### src/rtl/core/cip_pkg.sv
// Shared types and constants for the control IN data-stage packetizer.
// Holds the input and result item structs and the result queue sizing.
// No dependencies.
package cip_pkg;

    // Command codes carried in the cmd field.
    localparam logic CMD_START = 1'b0;
    localparam logic CMD_DATA  = 1'b1;

    // Default maximum packet size in bytes.
    localparam int PACKET_BYTES_DEF = 8;

    // Descriptor type byte sent after the length in string mode.
    localparam logic [7:0] STRING_DESC_TYPE = 8'd3;

    // Most results one input item can cause, and the result queue depth.
    localparam int MAX_RESULTS = 3;
    localparam int QUEUE_DEPTH = 4;

    // One input item.
    typedef struct packed {
        logic        cmd;
        logic [15:0] requested_length;
        logic [15:0] source_length;
        logic        string_mode;
        logic [7:0]  data_byte;
    } t_in_item;

    // One result item.
    typedef struct packed {
        logic [7:0] out_byte;
        logic       byte_valid;
        logic       packet_end;
        logic       transfer_end;
    } t_out_item;

    // Builds one result item.
    function automatic t_out_item make_result(logic [7:0] b, logic valid, logic pend,
                                              logic tend);
        t_out_item r;
        r.out_byte     = b;
        r.byte_valid   = valid;
        r.packet_end   = pend;
        r.transfer_end = tend;
        return r;
    endfunction

endpackage

### src/rtl/core/control_in_packetizer.sv
// Top level of the control IN data-stage packetizer.
// Depends on cip_pkg for the item structs, command codes and queue sizing.
//
//  channel  | direction | handshake                 | payload
//  ---------+-----------+---------------------------+-----------------------
//  in       | input     | i_in_valid / o_in_ready   | i_in_item  (t_in_item)
//  out      | output    | o_out_valid / i_out_ready | o_out_item (t_out_item)
//
// Each accepted item updates the transfer state in the cycle it is taken and
// writes its zero to three results into a four-entry result queue.
// The result port moves one byte per cycle while i_out_ready is high, so plain data
// runs at one item per cycle unless stalled; string items give at least two results.
// The input side is ready while at most one result waits in the queue.
// Reset (synchronous, active low) empties the queue and returns to idle.
module control_in_packetizer
    import cip_pkg::*;
#(
    parameter int PACKET_BYTES = PACKET_BYTES_DEF
) (
    input  logic      i_clk,
    input  logic      i_rst_n,
    input  logic      i_in_valid,
    output logic      o_in_ready,
    input  t_in_item  i_in_item,
    output logic      o_out_valid,
    input  logic      i_out_ready,
    output t_out_item o_out_item
);

    // Fill counter wide enough for PACKET_BYTES plus one pair.
    localparam int FW  = $clog2(PACKET_BYTES + 3);
    localparam int QAW = $clog2(QUEUE_DEPTH);
    localparam int QCW = $clog2(QUEUE_DEPTH + 1);
    localparam logic [FW-1:0]  PKT_LEN     = FW'(PACKET_BYTES);
    localparam logic [QCW-1:0] READY_LIMIT = QCW'(QUEUE_DEPTH - MAX_RESULTS);

    typedef enum logic [2:0] {
        PH_IDLE  = 3'b001,
        PH_DATA  = 3'b010,
        PH_DRAIN = 3'b100
    } t_phase;

    // Transfer state.
    t_phase        r_phase, n_phase;
    logic [15:0]   r_remaining, n_remaining;
    logic [15:0]   r_source_left, n_source_left;
    logic [FW-1:0] r_fill, n_fill;
    logic          r_explicit_stop, n_explicit_stop;
    logic          r_mode_string, n_mode_string;

    // Result queue.
    t_out_item      r_queue [QUEUE_DEPTH];
    logic [QAW-1:0] r_wr_ptr, r_rd_ptr;
    logic [QCW-1:0] r_count, n_count;

    t_out_item  push_item [MAX_RESULTS];
    logic [1:0] push_cnt;
    logic       in_fire, out_fire;

    // Start decode helpers; the string total reaches 2 + 2*65535.
    logic [17:0]   str_total;
    logic [15:0]   start_rem;
    logic [15:0]   str_rem;
    logic [15:0]   src_dec;
    logic [15:0]   step_rem;
    logic [FW-1:0] step_fill;
    logic          step_full, step_last, step_pend, step_zlp;

    assign in_fire     = i_in_valid && o_in_ready;
    assign out_fire    = o_out_valid && i_out_ready;
    assign o_in_ready  = r_count <= READY_LIMIT;
    assign o_out_valid = r_count != '0;
    assign o_out_item  = r_queue[r_rd_ptr];

    // Arithmetic shared by the start and data paths.
    always_comb begin
        str_total = {1'b0, i_in_item.source_length, 1'b0} + 18'd2;
        if (i_in_item.string_mode) begin
            start_rem = ({2'b0, i_in_item.requested_length} > str_total)
                        ? str_total[15:0] : i_in_item.requested_length;
        end else begin
            start_rem = (i_in_item.source_length >= i_in_item.requested_length)
                        ? i_in_item.requested_length : i_in_item.source_length;
        end
        str_rem = (start_rem > 16'd2) ? start_rem - 16'd2 : '0;
        src_dec = (r_source_left != '0) ? r_source_left - 16'd1 : '0;
        if (r_mode_string) begin
            step_fill = r_fill + FW'(2);
            step_rem  = (r_remaining > 16'd2) ? r_remaining - 16'd2 : '0;
            step_full = (step_fill + FW'(2)) > PKT_LEN;
            step_last = step_rem == '0;
            step_zlp  = step_last && r_explicit_stop && (step_fill == PKT_LEN);
        end else begin
            step_fill = r_fill + FW'(1);
            step_rem  = (r_remaining != '0) ? r_remaining - 16'd1 : '0;
            step_full = step_fill >= PKT_LEN;
            step_last = step_rem == '0;
            step_zlp  = step_last && r_explicit_stop && step_full;
        end
        step_pend = step_full || step_last;
    end

    // Next transfer state and the results one item causes.
    always_comb begin
        n_phase         = r_phase;
        n_remaining     = r_remaining;
        n_source_left   = r_source_left;
        n_fill          = r_fill;
        n_explicit_stop = r_explicit_stop;
        n_mode_string   = r_mode_string;
        push_cnt        = 2'd0;
        for (int k = 0; k < MAX_RESULTS; k++) begin
            push_item[k] = make_result(8'd0, 1'b0, 1'b1, 1'b1);
        end
        if (in_fire) begin
            if (i_in_item.cmd == CMD_START) begin
                n_mode_string = i_in_item.string_mode;
                n_source_left = i_in_item.source_length;
                n_fill        = '0;
                if (!i_in_item.string_mode) begin
                    n_explicit_stop = i_in_item.source_length < i_in_item.requested_length;
                    if (start_rem == '0) begin
                        // Nothing to send: a single zero-length packet.
                        push_cnt    = 2'd1;
                        n_phase     = (i_in_item.source_length != '0) ? PH_DRAIN : PH_IDLE;
                        n_remaining = '0;
                    end else begin
                        n_remaining = start_rem;
                        n_phase     = PH_DATA;
                    end
                end else begin
                    n_explicit_stop = {2'b0, i_in_item.requested_length} > str_total;
                    push_cnt        = 2'd2;
                    push_item[0]    = make_result(str_total[7:0], 1'b1, 1'b0, 1'b0);
                    n_remaining     = str_rem;
                    if (str_rem == '0) begin
                        // The header alone is the whole transfer.
                        push_item[1] = make_result(STRING_DESC_TYPE, 1'b1, 1'b1, 1'b1);
                        n_phase      = (i_in_item.source_length != '0) ? PH_DRAIN : PH_IDLE;
                        n_fill       = '0;
                    end else begin
                        push_item[1] = make_result(STRING_DESC_TYPE, 1'b1, 1'b0, 1'b0);
                        n_fill       = FW'(2);
                        n_phase      = PH_DATA;
                    end
                end
            end else begin
                unique case (r_phase)
                    PH_DRAIN: begin
                        // Surplus source bytes are taken and dropped.
                        n_source_left = src_dec;
                        if (src_dec == '0) begin
                            n_phase = PH_IDLE;
                        end
                    end
                    PH_DATA: begin
                        n_source_left = src_dec;
                        n_remaining   = step_rem;
                        n_fill        = step_pend ? '0 : step_fill;
                        if (r_mode_string) begin
                            push_cnt     = step_zlp ? 2'd3 : 2'd2;
                            push_item[0] = make_result(i_in_item.data_byte, 1'b1, 1'b0, 1'b0);
                            push_item[1] = make_result(8'd0, 1'b1, step_pend,
                                                       step_last && !step_zlp);
                        end else begin
                            push_cnt     = step_zlp ? 2'd2 : 2'd1;
                            push_item[0] = make_result(i_in_item.data_byte, 1'b1, step_pend,
                                                       step_last && !step_zlp);
                        end
                        if (step_last) begin
                            n_phase     = (src_dec != '0) ? PH_DRAIN : PH_IDLE;
                            n_remaining = '0;
                            n_fill      = '0;
                        end
                    end
                    PH_IDLE: begin
                        // A data item with no transfer open is ignored.
                    end
                    default: begin
                    end
                endcase
            end
        end
        n_count = r_count + QCW'(push_cnt) - QCW'(out_fire);
    end

    // Control and state registers.
    always_ff @(posedge i_clk) begin
        if (!i_rst_n) begin
            r_phase         <= PH_IDLE;
            r_remaining     <= '0;
            r_source_left   <= '0;
            r_fill          <= '0;
            r_explicit_stop <= 1'b0;
            r_mode_string   <= 1'b0;
            r_wr_ptr        <= '0;
            r_rd_ptr        <= '0;
            r_count         <= '0;
        end else begin
            r_phase         <= n_phase;
            r_remaining     <= n_remaining;
            r_source_left   <= n_source_left;
            r_fill          <= n_fill;
            r_explicit_stop <= n_explicit_stop;
            r_mode_string   <= n_mode_string;
            r_wr_ptr        <= r_wr_ptr + QAW'(push_cnt);
            r_rd_ptr        <= r_rd_ptr + QAW'(out_fire);
            r_count         <= n_count;
        end
    end

    // Result queue storage; results enter in order at the write pointer.
    always_ff @(posedge i_clk) begin
        for (int k = 0; k < MAX_RESULTS; k++) begin
            if (2'(k) < push_cnt) begin
                r_queue[r_wr_ptr + QAW'(k)] <= push_item[k];
            end
        end
    end

    // The queue never holds more than its depth.
    a_queue_bound: assert property (@(posedge i_clk) disable iff (!i_rst_n)
        r_count <= QCW'(QUEUE_DEPTH))
        else $error("result queue overflow");

    // Outside the data phase no bytes are owed to the host.
    a_rem_idle: assert property (@(posedge i_clk) disable iff (!i_rst_n)
        (r_phase != PH_DATA) |-> (r_remaining == '0))
        else $error("remaining count left over outside data phase");

    // In the data phase at least one byte is still owed.
    a_rem_data: assert property (@(posedge i_clk) disable iff (!i_rst_n)
        (r_phase == PH_DATA) |-> (r_remaining != '0))
        else $error("data phase with nothing left to send");

    // Draining only happens while source bytes remain.
    a_drain_src: assert property (@(posedge i_clk) disable iff (!i_rst_n)
        (r_phase == PH_DRAIN) |-> (r_source_left != '0))
        else $error("drain phase with empty source");

    // A full packet always closes, so the fill stays below the packet size.
    a_fill_bound: assert property (@(posedge i_clk) disable iff (!i_rst_n)
        r_fill < PKT_LEN)
        else $error("packet fill reached packet size");

endmodule

### config.mk
export PLATFORM = sky130hd
export DESIGN_NAME = control_in_packetizer
export DESIGN_NICKNAME = d
export VERILOG_FILES = /design/src/rtl/core/cip_pkg.sv /design/src/rtl/core/control_in_packetizer.sv
export SDC_FILE = /design/constraint.sdc
export NUM_CORES = 1
export LEC_CHECK = 0
export BUFFER_PORTS_ARGS = -buffer_cell sky130_fd_sc_hd__buf_2
export CAP_MARGIN = 20
export CORE_ASPECT_RATIO = 1.4
export CORE_MARGIN = 2
export CORE_UTILIZATION = 45
export CTS_CLUSTER_DIAMETER = 50
export DETAILED_ROUTE_END_ITERATION = 16
export GPL_ROUTABILITY_DRIVEN = 0
export SLEW_MARGIN = 0
export SYNTH_ARGS = -nofsm -noshare
export SYNTH_HDL_FRONTEND = slang
export SYNTH_SLANG_ARGS = --single-unit
### constraint.sdc
create_clock -name i_clk -period 6.5 [get_ports i_clk]
set_input_delay 0.325 -clock i_clk [delete_from_list [all_inputs] [get_ports i_clk]]
set_output_delay 0.325 -clock i_clk [all_outputs]
set_load 0.02 [all_outputs]
==> metrics.yaml <==
run_status:
  status: "completed"
sta:
  drv_slew: 0
  worst_slew_pin_slew_ns: 0.895
  fin_crit_ns: 5.92
  rsz0062_at_grt: "no"
  hold_viol: 0
  max_slew_margin: 0.402
  setup_tns_ns: 0
  skew_ns: 0.0120
  setup_violations: 0
  fmax_ghz: 0.169
  period_share: 0.910
critical_path:
  ff2ff_path_depth: 15
  ff2ff_setup_slack_ns: 1.64
  critPathKind: "in -> reg"
  endpoint_kind: "register"
  worst_r2r_startpoint: "r_remaining[1]"
  startpoint: "i_in_item[10]"
  slowest_stage: "or4_4"
  cp.required_ns: 6.76
  crit_end: "r_count[2]"
  crit_top_cell: "ha_1"
  arrival_ns: 6.18
  critPathMaxStageDelay_ns: 0.57
  reg2reg_to: "r_count[2]"
  crit_fanout: 7
  startpoint_type: "input port"
drt:
  highest_layer: "met4"
  dr_total_vias: 9545
  drt_pass1_iterations: 5
  drt_iter0_drc: 975
  ant_nets: 0
  wl_mm: 32.2
  via_per_inst: 6.60
  met1_length_mm: 12.8
  drcViolationCount: 0
  wl_per_cell_um: 22.3
  dr_wl_met2_mm: 15.6
  met3_length_mm: 1.83
global_routing:
  track_usage: 0.311
  antenna_found_initial: 0
  grt_pass1_vias: 9171
  grt_max_degree: 49
  grt_pass1_wl_mm: 50.3
  overflow: 0
yosys:
  yosysSeqAreaShare: 0.209
  synth_area_leaders: "dfxtp_1, ha_1, a21oi_1"
  synth_edf_count: 0
  synth_ff_type: "dfxtp_1"
  avgSynthCellArea_um2: 7.55
  netlist_area_mm2: 0.00881
  synth-seq-cells: 92
  yosysTopAreaCellShare: 0.209
  ys_types: 98
  yosys.area.top_type: "dfxtp_1"
  synth_common_cells: "nor2_1, dfxtp_1, a21oi_1, nand2_1, o21ai_0"
  yosysWarnings: 0
  synthArstFlopShare: 0
  yosysMostFrequentCell: "nor2_1"
  syn-instance-count: 1167
  syn-num-nets: 1262
clocking:
  tritoncts: "done"
  clk_path_buf_depth: 2
  numCtsBuffers: 9
  clock_sinks: 92
  postCtsHoldBufs: 0
  root_buffer: "clkbuf_16"
  clkTransAtPathRegs_ns: 0.07
  htree_levels: 3
  post_cts_resized: 0
  insertion_delay_ns: 0.36
  cts_setup_buffers: 0
finish:
  final_util: 0.501
  n_antenna_cell: 0
  drive_gt1_frac: 0.133
  final_net_count: 1288
  area_growth_pct: 9.36
placement:
  dp_hpwl_mm: 24.4
  place.port_buffers: 58
die:
  core_area_mm2: 0.0192
  die_y_um: 170
  die_area_mm2: 0.0207
  rows: 60
  pin_count: 59
  die_x_um: 122
  initial_utilization: 0.458
pwr:
  power_density_mw_per_mm2: 274
  peakVddDrop_v: 0.000135
  leakage_uw: 0.00380
  power_uw: 2630
run:
  max-cap-violations: 0
worst_hold_path:
  holdCritPathClass: "in -> reg"
## power breakdown
group	internal, µW	switching, µW
registers	653	121
logic	509	812
clock network	270	268
## critical path: cells and delay by family
kind	cells	cell delay, ns
AO/OA/AOI/OAI	3	0.80
XOR/XNOR	3	0.44
adder cells (fa/ha/maj)	5	1.38
buffers and inverters	4	0.33
AND/OR/NAND/NOR	12	2.91
## per-layer routing
| metal | track usage | up-vias |
|---|---|---|
| met1 | 0.365 | 4509 |
| met2 | 0.536 | 449 |
| li1 | - | 4451 |
| met5 | 0 | - |
| met4 | 0.175 | 0 |
| met3 | 0.0444 | 136 |
## flip-flops by register name, summed over array words and instances, names as in the netlist
name             flops
r_phase              3
r_remaining         16
r_explicit_stop      1
r_mode_string        1
r_fill               4
r_wr_ptr             2
r_rd_ptr             2
r_queue             44
r_count              3
r_source_left       16
## how the worst min path moves through the flow
stage / from / end / slack [ns] / cells after the start
2_1_floorplan: r_queue[0][4] / r_queue[0][4] / 0.43 / 2
3_3_place_gp: r_queue[0][4] / r_queue[0][4] / 0.44 / 2
3_5_place_dp: r_queue[0][4] / r_queue[0][4] / 0.45 / 2
4_1_cts: i_in_item[24] / r_source_left[15] / 0.43 / 3
5_1_grt: i_in_item[24] / r_source_left[15] / 0.45 / 3
6_report: i_in_item[24] / r_source_left[15] / 0.44 / 3
## layout make-up
| cell class | instances | area, µm² |
|---|---|---|
| Timing Repair Buffer | 87 | 508 |
| Sequential cell | 92 | 1840 |
| Fill cell | 1967 | 9590 |
| Inverter | 56 | 210 |
| Tap cell | 248 | 310 |
| Clock inverter | 7 | 65.1 |
| Multi-Input combinational cell | 947 | 6470 |
| Clock buffer | 9 | 225 |
## metrics by stage
step	setup slack, ns	instance area [µm²]	hold WS, ns	cells
3_5_place_dp	0.264	9340	0.448	1430
3_3_place_gp	0.437	9340	0.444	1430
2_1_floorplan	0.329	8810	0.429	1167
4_1_cts	0.657	9630	0.433	1446
6_report	0.583	9630	0.441	1446
5_1_grt	0.256	9630	0.455	1446
## cells by family (layout without fill, tap and decap cells)
family | count (synthesis) | in the layout | synth area share
xor gates and xnor gates | 49 | 49 | 0.0496
adders and majority gates | 49 | 49 | 0.0705
AOI/OAI and AO/OA | 361 | 361 | 0.281
and+or+nand+nor | 443 | 443 | 0.266
muxes | 45 | 45 | 0.0672
buffers and inverters | 128 | 159 | 0.0566
DFF | 92 | 92 | 0.209
## cell usage in the layout (no fill, tap or decap), types with 10 or more instances in the layout
master    synthesis  routed
nand2b_1         14      14
ha_1             48      48
nor3_1           53      53
a21boi_0         14      13
nand2_1          85      85
a31oi_1          21      21
and3_1           16      16
nand4_1          26      26
a22oi_1          10      10
o21ai_0          67      67
nand3_1          44      44
xnor2_1          28      28
dfxtp_1          92      92
o22ai_1          13      13
o211ai_1         15      15
a211oi_1         11      11
xor2_1           20      20
buf_4             1      29
nor4_1           20      20
nor2_1          100     100
mux2i_1          31      31
inv_1            56      56
mux4_2           11      11
and2_1           13      13
a21oi_1          89      88
buf_2             5      58
and4_1           10      10
nor2b_1          15      15
Note: power is estimated with default switching activity, not from simulation.
